`config.mk`:
```
export PLATFORM = sky130hd
export DESIGN_NAME = yenc_line_encoder_flat
export DESIGN_NICKNAME = d
export VERILOG_FILES = /design/src/design/yenc_pkg.sv /design/src/design/yenc_if.sv /design/src/design/yenc_char_encoder.sv /design/src/design/yenc_line_encoder.sv /design/src/flat_wrapper.sv
export SDC_FILE = /design/constraint.sdc
export NUM_CORES = 1
export LEC_CHECK = 0
export BUFFER_PORTS_ARGS = -buffer_cell sky130_fd_sc_hd__buf_2
export CAP_MARGIN = 20
export CORE_MARGIN = 5
export CORE_UTILIZATION = 54
export CTS_CLUSTER_SIZE = 28
export DETAILED_ROUTE_END_ITERATION = 12
export PLACE_DENSITY = 0.77
export SYNTH_ARGS = -nofsm -noshare
export SYNTH_HDL_FRONTEND = slang
export SYNTH_SLANG_ARGS = --single-unit
```
`constraint.sdc`:
```
create_clock -name clock -period 4.85 [get_ports clock]
set_input_delay 0.485 -clock clock [delete_from_list [all_inputs] [get_ports clock]]
set_output_delay 0.485 -clock clock [all_outputs]
set_load 0.05 [all_outputs]
```
`src/design/yenc_pkg.sv`:
```
// ----------------------------------------------------------------------------
// yenc_pkg
// Shared character codes and the per-byte encode result for the line encoder.
// ----------------------------------------------------------------------------
package yenc_pkg;

   localparam logic [7:0] YENC_OFFSET = 8'd42;
   localparam logic [7:0] ESC_OFFSET  = 8'd64;
   localparam logic [7:0] ESC_CHAR    = 8'h3D;
   localparam logic [7:0] CH_NUL      = 8'h00;
   localparam logic [7:0] CH_TAB      = 8'h09;
   localparam logic [7:0] CH_LF       = 8'h0A;
   localparam logic [7:0] CH_CR       = 8'h0D;
   localparam logic [7:0] CH_SPACE    = 8'h20;
   localparam logic [7:0] CH_DOT      = 8'h2E;

   localparam logic [9:0] LINE_LENGTH_RESET = 10'd128;

   // Encoded characters for one input byte, first character in slot 0.
   typedef struct packed {
      logic [3:0][7:0] chars;
      logic [1:0]      last_idx;
      logic [10:0]     next_column;
   } enc_result_type;

endpackage

```
`src/design/yenc_if.sv`:
```
// ----------------------------------------------------------------------------
// yenc_req_if / yenc_rsp_if
// Valid/ready channels for raw input bytes and encoded output characters.
// ----------------------------------------------------------------------------
interface yenc_req_if;
   logic       valid;
   logic       ready;
   logic [7:0] data_byte;
   logic       is_last;

   modport source (output valid, output data_byte, output is_last, input ready);
   modport sink   (input valid, input data_byte, input is_last, output ready);
endinterface

interface yenc_rsp_if;
   logic       valid;
   logic       ready;
   logic [7:0] out_byte;
   logic       run_end;

   modport source (output valid, output out_byte, output run_end, input ready);
   modport sink   (input valid, input out_byte, input run_end, output ready);
endinterface

```
`src/design/yenc_char_encoder.sv`:
```
// ----------------------------------------------------------------------------
// yenc_char_encoder
// Maps one raw byte and the current line column to the encoded characters
// (optional CR LF, then a raw or escaped character) and the next column.
// ----------------------------------------------------------------------------
module yenc_char_encoder (
   input  logic [7:0]                data_byte,
   input  logic                      is_last,
   input  logic [10:0]               line_column,
   input  logic [9:0]                line_length,
   output yenc_pkg::enc_result_type  result
);
   import yenc_pkg::*;

   logic [7:0]  v;
   logic [7:0]  v_esc;
   logic        line_full;
   logic [10:0] col_eff;
   logic        is_crit;
   logic        is_blank;
   logic        is_dot;
   logic        mid_line;
   logic        esc_pos;
   logic        esc;

   assign v        = data_byte + YENC_OFFSET;
   assign v_esc    = v + ESC_OFFSET;
   assign line_full = (line_column != 11'd0) && (line_column >= {1'b0, line_length});
   assign col_eff  = line_full ? 11'd0 : line_column;
   assign is_crit  = (v == CH_NUL) || (v == CH_LF) || (v == CH_CR) || (v == ESC_CHAR);
   assign is_blank = (v == CH_TAB) || (v == CH_SPACE);
   assign is_dot   = (v == CH_DOT);
   assign mid_line = ({1'b0, col_eff} + 12'd1) < {2'b00, line_length};

   always_comb begin
      priority if (col_eff == 11'd0) begin
         esc_pos = is_crit | is_blank | is_dot;
      end else if (mid_line) begin
         esc_pos = is_crit;
      end else begin
         esc_pos = is_crit | is_blank;
      end
   end

   // escape a raw trailing blank at the end of a buffer
   assign esc = esc_pos | (is_last & is_blank);

   always_comb begin
      result.chars = '0;
      unique case ({line_full, esc})
         2'b00: begin
            result.chars[0] = v;
            result.last_idx = 2'd0;
         end
         2'b01: begin
            result.chars[0] = ESC_CHAR;
            result.chars[1] = v_esc;
            result.last_idx = 2'd1;
         end
         2'b10: begin
            result.chars[0] = CH_CR;
            result.chars[1] = CH_LF;
            result.chars[2] = v;
            result.last_idx = 2'd2;
         end
         default: begin
            result.chars[0] = CH_CR;
            result.chars[1] = CH_LF;
            result.chars[2] = ESC_CHAR;
            result.chars[3] = v_esc;
            result.last_idx = 2'd3;
         end
      endcase
      result.next_column = col_eff + (esc ? 11'd2 : 11'd1);
   end

endmodule

```
`src/design/yenc_line_encoder.sv`:
```
// ----------------------------------------------------------------------------
// yenc_line_encoder
// Streaming yEnc encoder. Each accepted raw byte yields one to four encoded
// characters: CR LF when the previous line is full, then the character
// (byte + 42) or its two-character escape. The output side sends one
// character per cycle while rsp_bus.ready is high, from a four-slot shift
// register, and the input side takes the next byte in the same cycle the
// last character of the current byte leaves, so a new byte waits until the
// whole group of the last one has been sent. The line column is updated
// as the byte is taken. line_length is written through csr_we / csr_wdata
// and resets to 128.
// ----------------------------------------------------------------------------
module yenc_line_encoder (
   input  logic        clock,
   input  logic        reset,
   input  logic        csr_we,
   input  logic [9:0]  csr_wdata,
   yenc_req_if.sink    req_bus,
   yenc_rsp_if.source  rsp_bus
);
   import yenc_pkg::*;

   enc_result_type  enc;

   logic [9:0]      line_length_ff;
   logic [10:0]     column_ff;
   logic [10:0]     column_in;
   logic [3:0][7:0] chars_ff;
   logic [3:0][7:0] chars_in;
   logic [1:0]      remain_ff;
   logic [1:0]      remain_in;
   logic            valid_ff;
   logic            valid_in;

   logic            take;
   logic            finishing;
   logic            accept;

   yenc_char_encoder u_encoder (
      .data_byte   (req_bus.data_byte),
      .is_last     (req_bus.is_last),
      .line_column (column_ff),
      .line_length (line_length_ff),
      .result      (enc)
   );

   assign take      = valid_ff & rsp_bus.ready;
   assign finishing = take & (remain_ff == 2'd0);
   assign req_bus.ready = ~valid_ff | finishing;
   assign accept    = req_bus.valid & req_bus.ready;

   assign rsp_bus.valid    = valid_ff;
   assign rsp_bus.out_byte = chars_ff[0];
   assign rsp_bus.run_end  = (remain_ff == 2'd0);

   always_comb begin
      chars_in  = chars_ff;
      remain_in = remain_ff;
      valid_in  = valid_ff;
      column_in = column_ff;
      if (accept) begin
         chars_in  = enc.chars;
         remain_in = enc.last_idx;
         valid_in  = 1'b1;
         column_in = enc.next_column;
      end else if (take) begin
         // advance to the next character of this beat group
         chars_in = {8'h00, chars_ff[3:1]};
         if (finishing) begin
            valid_in = 1'b0;
         end else begin
            remain_in = remain_ff - 2'd1;
         end
      end
   end

   always_ff @(posedge clock) begin
      if (reset) begin
         line_length_ff <= LINE_LENGTH_RESET;
         column_ff      <= 11'd0;
         remain_ff      <= 2'd0;
         valid_ff       <= 1'b0;
      end else begin
         if (csr_we) begin
            line_length_ff <= csr_wdata;
         end
         column_ff <= column_in;
         remain_ff <= remain_in;
         valid_ff  <= valid_in;
      end
   end

   always_ff @(posedge clock) begin
      chars_ff <= chars_in;
   end

   // Line column never passes one escape beyond the longest line.
   a_column_bound: assert property (@(posedge clock) disable iff (reset)
      column_ff <= 11'd1024)
      else $error("line column out of range");

   // Pending characters only while the output holds a beat.
   a_remain_idle: assert property (@(posedge clock) disable iff (reset)
      !valid_ff |-> (remain_ff == 2'd0))
      else $error("characters pending with no output beat");

   // A taken byte shows its full character group on the next cycle.
   a_accept_load: assert property (@(posedge clock) disable iff (reset)
      accept |=> (valid_ff && (remain_ff == $past(enc.last_idx))))
      else $error("accepted byte not loaded into output");

   // An escape marker is always followed by its escaped character.
   a_escape_not_last: assert property (@(posedge clock) disable iff (reset)
      (valid_ff && (chars_ff[0] == ESC_CHAR)) |-> (remain_ff != 2'd0))
      else $error("escape marker ended a run");

endmodule
```
`src/flat_wrapper.sv`:
```
// flat-port wrapper written by rule: the top's interface ports become plain ports
module yenc_line_encoder_flat import yenc_pkg::*;
  (clock, reset, csr_we, csr_wdata, req_bus_valid, req_bus_data_byte, req_bus_is_last, req_bus_ready, rsp_bus_valid, rsp_bus_out_byte, rsp_bus_run_end, rsp_bus_ready);
  yenc_req_if req_bus_i ();
  yenc_rsp_if rsp_bus_i ();
  input  logic clock;
  input  logic reset;
  input  logic csr_we;
  input  logic [9:0] csr_wdata;
  input wire logic [$bits(req_bus_i.valid)-1:0] req_bus_valid;
  input wire logic [$bits(req_bus_i.data_byte)-1:0] req_bus_data_byte;
  input wire logic [$bits(req_bus_i.is_last)-1:0] req_bus_is_last;
  output wire logic [$bits(req_bus_i.ready)-1:0] req_bus_ready;
  output wire logic [$bits(rsp_bus_i.valid)-1:0] rsp_bus_valid;
  output wire logic [$bits(rsp_bus_i.out_byte)-1:0] rsp_bus_out_byte;
  output wire logic [$bits(rsp_bus_i.run_end)-1:0] rsp_bus_run_end;
  input wire logic [$bits(rsp_bus_i.ready)-1:0] rsp_bus_ready;
  assign req_bus_i.valid = req_bus_valid;
  assign req_bus_i.data_byte = req_bus_data_byte;
  assign req_bus_i.is_last = req_bus_is_last;
  assign req_bus_ready = req_bus_i.ready;
  assign rsp_bus_valid = rsp_bus_i.valid;
  assign rsp_bus_out_byte = rsp_bus_i.out_byte;
  assign rsp_bus_run_end = rsp_bus_i.run_end;
  assign rsp_bus_i.ready = rsp_bus_ready;
  yenc_line_encoder u_core (.clock(clock), .reset(reset), .csr_we(csr_we), .csr_wdata(csr_wdata), .req_bus(req_bus_i), .rsp_bus(rsp_bus_i));
endmodule
```
Word-level counts from Yosys, hierarchy flattened
Index checks and enable logic that the tools add are counted.
{"block": "word_totals", "regBits": 56, "in_bits": 24, "out_inout_bits": 11, "wordCells": 65}
{"block": "classes", "n_addsub": 5, "magnitude_cmp": 2, "eq_ne": 9, "mux": 16, "n_bitwise": 9, "reduce_logical": 16}
{"operator": "$mux W32", "count": 2}
{"operator": "$pmux W8 S2", "count": 2}
{"operator": "$pmux W10 S3", "count": 1}
{"operator": "$eq A8 B4 Y1 const B", "count": 3}
{"operator": "$eq A8 B6 Y1 const B", "count": 3}
{"operator": "$add A11 B1 Y12 const B", "count": 1}
{"operator": "$lt A12 B10 Y1", "count": 1}
{"operator": "$add A11 B2 Y11", "count": 1}
{"operator": "$ge A11 B10 Y1", "count": 1}
{"operator": "$logic_not A11 Y1", "count": 1}
{"operator": "$mux W11", "count": 1}
{"operator": "$reduce_bool A11 Y1", "count": 1}
{"operator": "$add A8 B6 Y8 const B", "count": 1}
{"operator": "$add A8 B7 Y8 const B", "count": 1}
{"operator": "$logic_not A8 Y1", "count": 1}
{"operator": "$mux W2", "count": 4}
{"operator": "$mux W8", "count": 1}
{"operator": "$mux W1", "count": 5}
{"operator": "$and A1 B1 Y1", "count": 4}
{"operator": "$logic_not A2 Y1", "count": 2}
{"operator": "$logic_or A1 B1 Y1", "count": 4}
{"operator": "$or A1 B1 Y1", "count": 4}
{"operator": "$reduce_and A2 Y1", "count": 2}
{"operator": "$reduce_bool A2 Y1", "count": 2}
{"operator": "8 further kinds", "count": 8}

Depth between registers and ports, before layout
Gate-level depths: netlist of run 1.
{"block": "depth", "ltp_word": 13, "mapped_depth": 30, "depth_no_buf": 29}

Modules after synthesis
A second synthesis of run 1 with hierarchy kept.
{"block": "unflattened", "cells_unflattened": 411, "area_unflattened_um2": 3962.6}
{"mod": "yenc_line_encoder", "n_inst": 1, "cells_per_inst": 188, "area_per_inst_um2": 2477.4, "seq_area_each_um2": 1441.4}
{"mod": "yenc_char_encoder", "n_inst": 1, "cells_per_inst": 223, "area_per_inst_um2": 1485.2, "seq_area_each_um2": 0.0}

Worst setup path before layout of run 1
OpenSTA, ideal clock, no wires.
{"block": "synth_timing", "path_kind": "register to register", "startpoint": "register u_core.column_ff[8]", "endpoint": "register u_core.column_ff[8]", "setup_time_ps": 65, "arrival_ps": 5102, "required_ps": 4785, "path_slack_ps": -317, "path_stages_with_launch": 28, "path_buffers": 0, "synth_period_minus_slack_ps": 5167, "path_cell_list": "dfxtp_1 ha_1 a21oi_1 o211ai_1 a21o_1 nor2_2 and2_1 ha_1 and3_1 nand3_1 xor2_1 nor2_1 ha_1 nand2_1 o21ai_0 o211ai_1 a211oi_1 or3_4 inv_2 ha_1 inv_1 fa_1 nor2_1 nand3_1 nor4_2 nand3_1 mux2_2 nor2_1"}
{"block": "synth_via", "elab_chain_len": 10, "elab_cells_between_ends": 12, "cone_classes": "2 x add/sub; 2 x order compare; 4 x mux; 1 x bitwise; 3 x reduce/logical"}
{"element": "from (decl)", "line_no": "yenc_line_encoder.sv:26", "rtl": "logic [10:0] column_ff;"}
{"element": "from (signal assigned)", "line_no": "yenc_line_encoder.sv:87", "rtl": "column_ff <= column_in;"}
{"element": "$ge A11 B10 Y1 / $reduce_bool A11 Y1 (equally long branches)", "line_no": "yenc_char_encoder.sv:28", "rtl": "assign line_full = (line_column != 11'd0) && (line_column >= {1'b0, line_length});"}
{"element": "$logic_and A1 B1 Y1", "line_no": "yenc_char_encoder.sv:28"}
{"element": "$mux W11 (*)", "line_no": "yenc_char_encoder.sv:29", "rtl": "assign col_eff = line_full ? 11'd0 : line_column;"}
{"element": "$add A11 B1 Y12", "line_no": "yenc_char_encoder.sv:33", "rtl": "assign mid_line = ({1'b0, col_eff} + 12'd1) < {2'b00, line_length};"}
{"element": "$lt A12 B10 Y1", "line_no": "yenc_char_encoder.sv:33"}
{"element": "$mux W1", "line_no": "yenc_char_encoder.sv:38", "rtl": "end else if (mid_line) begin"}
{"element": "$mux W1", "line_no": "yenc_char_encoder.sv:36", "rtl": "priority if (col_eff == 11'd0) begin"}
{"element": "$or A1 B1 Y1", "line_no": "yenc_char_encoder.sv:46", "rtl": "assign esc = esc_pos | (is_last & is_blank);"}
{"element": "$mux W2", "line_no": "yenc_char_encoder.sv:74", "rtl": "result.next_column = col_eff + (esc ? 11'd2 : 11'd1);"}
{"element": "$add A11 B2 Y11 (*)", "line_no": "yenc_char_encoder.sv:74"}
Mark *: on every way between the ends. The rest lies on a longest branch, timed or not.
A chain may end at the register's enable or synchronous reset.

Final worst setup path of run 1
{"block": "layout_timing", "startpoint": "register u_core.column_ff[6]", "endpoint": "register u_core.column_ff[8]"}
The elaborated chain is that of the path after synthesis.

==> impl_summary.log, run 1 <==
[metrics] Critical Path End Type: flop
[metrics] max_slew headroom: 35.0%
[metrics] via-per-instance ratio: 5.69
[metrics] transition time at the pin with the least slew margin: 0.973 ns
[metrics] starting utilization of the core area: 54.6%
[metrics] number of cells traversed by the worst register-to-register path: 23
[metrics] Fillers: 560
[metrics] P_leak: 1.80 nW
[metrics] number of antenna violations at the first check in global routing: 0
[metrics] Worst EP required: 5.10 ns
[metrics] WHS: 0.403 ns
[metrics] die area: 8490 um^2
[metrics] source of the critical timing path: u_core.column_ff[6]
[metrics] endpoint of the worst hold-timing path: u_core.line_length_ff[9]
[metrics] unique cell type count in the Yosys netlist: 54
[metrics] detailed-route DRC error count: 0
[metrics] Hold/Removal Path Class: in2reg
[metrics] aggregate global-route resource usage: 20.6%
[metrics] Chip Width: 92.2 um
[metrics] antenna viol nets, final: 0
[metrics] synthesized flop and latch total: 56
[metrics] nature of the critical path startpoint: flop
[metrics] cts bufs inserted: 5
[metrics] standard cell area after detailed placement: 4020 um^2
[metrics] terminus of the critical flop-to-flop path: u_core.column_ff[8]
[metrics] Clock Skew: 0.0176 ns
[metrics] number of failing setup endpoints in the final timing report: 0
[metrics] Min-Delay Path Depth: 3
[metrics] maximum net fanout on the critical path: 6
[metrics] total number of vias: 3128
[metrics] largest area contributor in the synthesized netlist: sky130_fd_sc_hd__edfxtp_1
[metrics] number of warnings printed during yosys synthesis: 0
[metrics] critical register-to-register path startpoint: u_core.column_ff[6]
[metrics] final hold vios: 0
[metrics] area grow syn2layout: 19.7%
[metrics] Final Total Pwr: 0.00109 W
[metrics] final worst path period share: 99.7%
[metrics] via count of the first global-routing pass: 3017
[metrics] post-layout net count: 524
[metrics] Core Area: 6680 um^2
[metrics] number of port buffers: 34
[metrics] clock transition at the register clock pins on the worst setup and hold paths after CTS: 0.10 ns
[metrics] Synth area leaders: sky130_fd_sc_hd__edfxtp_1 26%, sky130_fd_sc_hd__dfxtp_1 13%, sky130_fd_sc_hd__ha_1 10%, sky130_fd_sc_hd__nand2_1 5.7%, sky130_fd_sc_hd__nor2_1 4.8%
[metrics] RSZ-0062 raised after global routing: yes
[metrics] path type of the worst setup path: reg2reg
[metrics] aggregate routed wire length: 9.01 mm
[metrics] Maximum Capacitance Violations: 0
[metrics] wire length of the first global-routing pass: 14.2 mm
[metrics] number of buffers on the longest clock path: 2
[metrics] Util after Layout: 65.3%
[metrics] average instance area after synthesis: 8.70 um^2
[metrics] # clock sinks: 56
[metrics] share of the synthesized area in the top cell type: 26.4%
[metrics] ports placed on the boundary: 35
[metrics] Top FF cell, synth: sky130_fd_sc_hd__edfxtp_1
[metrics] TritonCTS clock tree: built
[metrics] Cell Area, Synth: 3640 um^2
[metrics] later-pin clock latency in the skew report: 0.32 ns
[metrics] outcome: complete, no violations
[metrics] dpl cells: 530
[metrics] share of synthesized registers carrying an async set or reset: 0%
[metrics] power density over the cells: 249 nW/um^2
[metrics] hold path startpoint: csr_wdata[9]
[metrics] synthesized instance count: 419
[metrics] overflow left after global routing: 0
[metrics] largest voltage drop on the vdd net: 0.148 mV
[metrics] largest net degree at the start of global routing: 34
[metrics] data arrival time of the worst path: 5.08 ns
[metrics] net count after synthesis: 474
[metrics] synth cell count leaders: 55 x sky130_fd_sc_hd__nand2_1, 47 x sky130_fd_sc_hd__nor2_1, 32 x sky130_fd_sc_hd__edfxtp_1
[metrics] finished layout cell area: 4360 um^2
[metrics] R2R Setup Slk: 0.01 ns
[metrics] cell with the most instances after synthesis: sky130_fd_sc_hd__nand2_1
[metrics] clock root buffer: sky130_fd_sc_hd__clkbuf_8
[metrics] antenna cells: 0
[metrics] vertical die dimension: 92.2 um
[metrics] final number of max-transition violations: 0
[metrics] portion of the post-synthesis area used by sequential elements: 39.5%
[metrics] Min Clock Period, post-route: 4.84 ns
[metrics] count of flip-flops with a built-in enable after synthesis: 32
[metrics] row cnt: 30
[metrics] area taken by multi-input logic gates: 2150 um^2
[metrics] number of DRC markers in iteration 0: 141
[metrics] final weighted congestion of routability-driven global placement: 0.927
[metrics] number of standard cells in the layout, taps in and fillers out: 550
[metrics] total number of H-tree levels: 2
[metrics] Pre-antenna DRT Iters: 4
[metrics] detailed-route wire length per cell: 16.4 um
[metrics] Detail Placement HPWL: 6.29 mm
[metrics] layout cells sized above 1: 27.7%
[metrics] Sequential cell area: 1450 um^2
[metrics] highest clock frequency the design can meet: 207 MHz
## critical path, stage by stage, from the launching register on
cell and delay, ns:
sky130_fd_sc_hd__dfxtp_1 0.37, sky130_fd_sc_hd__buf_4 0.17, sky130_fd_sc_hd__or4_1 0.52, sky130_fd_sc_hd__nor2_1 0.20, sky130_fd_sc_hd__nand2_1 0.15, sky130_fd_sc_hd__o21ai_1 0.14
sky130_fd_sc_hd__inv_1 0.13, sky130_fd_sc_hd__nor2_1 0.15, sky130_fd_sc_hd__ha_1 0.27, sky130_fd_sc_hd__a211oi_2 0.31, sky130_fd_sc_hd__a221oi_2 0.11, sky130_fd_sc_hd__o211ai_1 0.22
sky130_fd_sc_hd__a211oi_2 0.07, sky130_fd_sc_hd__or3_4 0.36, sky130_fd_sc_hd__inv_4 0.08, sky130_fd_sc_hd__ha_4 0.13, sky130_fd_sc_hd__inv_1 0.05, sky130_fd_sc_hd__fa_2 0.37
sky130_fd_sc_hd__nor2_4 0.15, sky130_fd_sc_hd__nand3_2 0.10, sky130_fd_sc_hd__nor4_4 0.25, sky130_fd_sc_hd__nand3_1 0.11, sky130_fd_sc_hd__mux2_2 0.29, sky130_fd_sc_hd__nor2_2 0.08
## power by group
part           switching [W]  internal (W)
clock               0.000158      0.000103
combinational       0.000176     0.0000931
sequential         0.0000115      0.000544
total               0.000345      0.000741
## logic make-up (layout without fill, tap and decap cells)
family | Yosys count | in the layout | share of synthesized area, %
mux | 11 | 11 | 3.09
simple gates | 162 | 162 | 20.7
compound gates | 79 | 79 | 13.0
xor+xnor | 21 | 21 | 5.46
fa+ha+maj | 31 | 31 | 10.8
buf+inv | 59 | 110 | 7.35
flops | 56 | 56 | 39.5
## per-stage QoR
step                setup TNS [ns]  worst slack, ns
global placement           -0.0159          -0.0159
floorplan                        0          0.00530
finish                           0           0.0131
global route                -0.833           -0.208
CTS                              0           0.0156
detailed placement          -0.176          -0.0847
## area by class of cell
| cell class | count | area share, % |
|---|---|---|
| clock inverter | 2 | 0.373 |
| sequential | 56 | 33.2 |
| tap | 80 | 2.29 |
| multi-input combinational | 304 | 49.3 |
| inverter | 31 | 2.72 |
| timing repair buffer | 71 | 10.4 |
| clock buffer | 6 | 1.66 |
## how the worst max path moves through the flow
stage                          end  cells after the start
5_1_grt        u_core.column_ff[8]                     28
4_1_cts        u_core.column_ff[8]                     28
3_5_place_dp   u_core.column_ff[7]                     26
6_report       u_core.column_ff[8]                     23
3_3_place_gp   u_core.column_ff[7]                     26
2_1_floorplan  u_core.column_ff[8]                     29
## registers in the layout (all words and copies together), names as in the netlist
register,cells
u_core.line_length_ff,10
u_core.rsp_bus.out_byte,8
u_core.chars_ff,24
u_core.column_ff,11
u_core.rsp_bus.valid,1
u_core.remain_ff,2
## cells in the final DEF, fill, tap and decap left out, drive strengths merged, types with 18 or more instances in the layout
| cell type | count |
|---|---|
| dfxtp | 24 |
| nand2 | 55 |
| nand3 | 18 |
| nor2 | 48 |
| edfxtp | 32 |
| ha | 30 |
| a21oi | 29 |
| inv | 31 |
| o21ai | 25 |
| buf | 71 |
## repair_timing
| action | in CTS | in global routing |
|---|---|---|
| resized for setup | 5 | 30 |
| hold buffers | 0 | 0 |
| buffers inserted | 2 | 10 |
| pin swaps | 5 | 16 |
| setup endpoints to repair | 4 | 14 |
## layer usage
layer	global-route usage [%]	wire length, um	vias to the layer above
met3	3.45	309	17
li1	-	-	1550
met1	26.6	3930	1491
met2	34.8	4550	70
met5	0	0	-
met4	7.43	218	0
No activity file was read; power rests on OpenSTA's default activity.
==> run 2: changes to the inputs <==
Settings changed: ABC_AREA set to 1.
==> run 2 against run 1 <==
Register-to-register slack gained 0.04 ns; global-route usage shrank 0.88 points; cell area shrank 4.2%; synthesized cell count grew 4.3%; largest power group unchanged; cell count grew 3.5%; clock power grew 4%; non-clock buffer count shrank 7; first-iteration DRC count grew 16%.
==> impl_summary.log, run 2 <==
[metrics] later-pin clock latency in the skew report: 0.32 ns
[metrics] nature of the critical path startpoint: flop
[metrics] # clock sinks: 56
[metrics] register bank with the most flops: u_core.chars_ff
[metrics] Critical Path End Type: flop
[metrics] RSZ-0062 raised after global routing: yes
[metrics] Slowest-stage cell, CP: sky130_fd_sc_hd__dfxtp_1
[metrics] row cnt: 29
[metrics] Maximum Capacitance Violations: 0
[metrics] finished layout cell area: 4180 um^2
[metrics] P_leak: 1.85 nW
[metrics] final worst path period share: 98.8%
[metrics] switching fraction of total power: 32.1%
[metrics] area grow syn2layout: 18.1%
[metrics] count of flip-flops with a built-in enable after synthesis: 32
[metrics] number of buffers on the longest clock path: 2
[metrics] wire length of the first global-routing pass: 13.4 mm
[metrics] number of failing setup endpoints in the final timing report: 0
[metrics] Clock Skew: 0.0121 ns
[metrics] biggest registers after layout: u_core.chars_ff x24, u_core.column_ff x11, u_core.line_length_ff x10
[metrics] flip-flop count of the largest register after layout: 24
[metrics] Fillers: 512
[metrics] cts bufs inserted: 5
[metrics] commonest non-fill, non-tap cells in the layout: 85 x sky130_fd_sc_hd__nand2_1, 55 x sky130_fd_sc_hd__inv_1, 37 x sky130_fd_sc_hd__nor2_1
[metrics] largest net degree at the start of global routing: 34
[metrics] P_int: 0.000735 W
[metrics] clock transition at the register clock pins on the worst setup and hold paths after CTS: 0.11 ns
[metrics] portion of the post-synthesis area used by sequential elements: 40.7%
[metrics] area share of fa/ha/maj cells after synthesis: 11.2%
[metrics] Cell Area, Synth: 3540 um^2
[metrics] multiplexer area fraction after synthesis: 0%
[metrics] power density over the cells: 259 nW/um^2
[metrics] maximum net fanout on the critical path: 5
[metrics] detailed-route wire length per cell: 14.9 um
[metrics] standard cell area after detailed placement: 3850 um^2
[metrics] setup slack after layout: 0.0575 ns
[metrics] combinational group share of total power: 23.5%
[metrics] synthesized instance count: 437
[metrics] most common library cell in the layout ignoring fill and taps: sky130_fd_sc_hd__nand2_1
[metrics] clock network power share: 25.0%
[metrics] aggregate global-route resource usage: 19.7%
[metrics] post-layout net count: 546
[metrics] unique cell type count in the Yosys netlist: 37
[metrics] total number of H-tree levels: 2
[metrics] Top FF cell, synth: sky130_fd_sc_hd__edfxtp_1
[metrics] number of warnings printed during yosys synthesis: 0
[metrics] data arrival time of the worst path: 5.05 ns
[metrics] synth cell count leaders: 89 x sky130_fd_sc_hd__nand2_1, 59 x sky130_fd_sc_hd__inv_1, 45 x sky130_fd_sc_hd__nor2_1
[metrics] Chip Width: 91.0 um
[metrics] Psw: 0.000348 W
[metrics] total number of vias: 3087
[metrics] clock root buffer: sky130_fd_sc_hd__clkbuf_8
[metrics] highest clock frequency the design can meet: 209 MHz
[metrics] TritonCTS clock tree: built
[metrics] via-per-instance ratio: 5.43
[metrics] final weighted congestion of routability-driven global placement: 0.969
[metrics] layout cells sized above 1: 24.8%
[metrics] area fraction in compound gates after synthesis: 12.7%
[metrics] final number of max-transition violations: 0
[metrics] largest area contributor in the synthesized netlist: sky130_fd_sc_hd__edfxtp_1
[metrics] starting utilization of the core area: 55.8%
[metrics] Detail Placement HPWL: 6.01 mm
[metrics] combinational family with the most area after synthesis: simple AND/OR/NAND/NOR gates
[metrics] Hold/Removal Path Class: in2reg
[metrics] Worst Setup Slack post-DPL: -0.0867 ns
[metrics] Core Area: 6350 um^2
[metrics] cell with the most instances after synthesis: sky130_fd_sc_hd__nand2_1
[metrics] aggregate routed wire length: 8.47 mm
[metrics] die area: 8280 um^2
[metrics] synthesized flop and latch total: 56
[metrics] number of antenna violations at the first check in global routing: 0
[metrics] share of the synthesized area in the top cell type: 27.1%
[metrics] final hold vios: 0
[metrics] Worst EP required: 5.10 ns
[metrics] power share of the sequential group: 51.5%
[metrics] vertical die dimension: 91.0 um
[metrics] WHS: 0.383 ns
[metrics] detailed-route DRC error count: 0
[metrics] via count of the first global-routing pass: 2813
[metrics] largest voltage drop on the vdd net: 0.204 mV
[metrics] antenna cells: 0
[metrics] Pre-antenna DRT Iters: 4
[metrics] outcome: complete, no violations
[metrics] number of port buffers: 34
[metrics] overflow left after global routing: 0
[metrics] Synth area leaders: sky130_fd_sc_hd__edfxtp_1 27%, sky130_fd_sc_hd__dfxtp_1 14%, sky130_fd_sc_hd__ha_1 11%, sky130_fd_sc_hd__nand2_1 9.4%, sky130_fd_sc_hd__inv_1 6.3%
[metrics] transition time at the pin with the least slew margin: 0.715 ns
[metrics] antenna viol nets, final: 0
[metrics] area share of xor/xnor cells in the synthesized design: 2.72%
[metrics] path type of the worst setup path: reg2reg
[metrics] count of hold-fix buffers inserted at cts: 0
[metrics] Final Total Pwr: 0.00108 W
[metrics] max_slew headroom: 52.1%
[metrics] average instance area after synthesis: 8.10 um^2
[metrics] number of DRC markers in iteration 0: 163
[metrics] share of synthesized registers carrying an async set or reset: 0%
[metrics] ports placed on the boundary: 35
[metrics] Slowest Stage Delay on Critical Path: 0.46 ns
[metrics] Min Clock Period, post-route: 4.79 ns
[metrics] Synth Area in Simple Gates: 23.2%
[metrics] net count after synthesis: 492
[run 2: cell types whose count changed after synthesis, sizes merged, moves of 5 or more]
| cell | previous run | this run |
|---|---|---|
| inv | 31 | 60 |
| buf | 21 | 12 |
| mux2i | 9 | 0 |
| xnor2 | 14 | 4 |
| nand2 | 55 | 98 |
| and3 | 5 | 0 |
| o21ai | 25 | 36 |
| a21oi | 29 | 24 |
[run 2: kinds of logic after synthesis]
kind of cell / count (synthesis)
buffers and inverters: 78
xor gates and xnor gates: 11
DFF: 56
AOI/OAI and AO/OA: 79
adders and majority gates: 31
and+or+nand+nor: 182
[run 2: stage by stage]
step | TNS, ns | utilization (%) | std cells
after global placement | -0.0145 | 60.6 | 550
after global routing | -1.27 | 65.8 | 569
after detailed placement | -0.121 | 60.6 | 550
after CTS | 0 | 62.3 | 558
after floorplan | 0 | - | 437
final | 0 | 65.8 | 569
[run 2: timing repair]
item,CTS,global route
pin swaps,0,11
endpoints found under the hold margin,0,0
buffers inserted,0,10
resized for setup,2,32
setup endpoints to repair,2,13
gates cloned,0,1
[run 2: routing by layer]
layer,vias up,part of all wire (%),global-route usage (%),wire length [um]
met5,-,0,0,0
met4,0,4.9,9.78,415
met3,31,5.1,3.47,432
met2,100,48,33.2,4100
met1,1400,42,24.3,3520
li1,1556,-,-,-
[run 2: critical path, delay by kind of cell, from the launching register on]
family,cells,cell delay [ns]
AO/OA/AOI/OAI,3,0.53
XOR/XNOR,1,0.11
adder cells (fa/ha/maj),4,1.10
buffers and inverters,4,0.32
flip-flops,1,0.46
AND/OR/NAND/NOR,20,2.18
[run 2: worst paths after layout]
path / from / end / slack, ns / cells after the start
max: u_core.column_ff[9] / u_core.column_ff[10] / 0.06 / 32
min: csr_wdata[7] / u_core.line_length_ff[7] / 0.38 / 3
max reg2reg: u_core.column_ff[9] / u_core.column_ff[10] / 0.06 / 32
min reg2reg: u_core.line_length_ff[1] / u_core.line_length_ff[1] / 0.51 / 2
[run 2: layout make-up]
cell class,instances,area (um^2),share of cell area (%)
Clock buffer,5,68.8,1.65
Clock inverter,3,27.5,0.658
Inverter,60,225,5.39
Multi-Input combinational cell,304,1920,46.0
Sequential cell,56,1450,34.6
Tap cell,77,96.3,2.30
Timing Repair Buffer,64,395,9.46
[run 2: power groups by stage]
stage               Clock (W)  Sequential, W  Combinational [W]
global route         0.000296       0.000562           0.000284
finish               0.000271       0.000558           0.000254
global placement            0       0.000567           0.000227
detailed placement          0       0.000568           0.000233
CTS                  0.000274       0.000558           0.000235
floorplan                   0       0.000570           0.000178
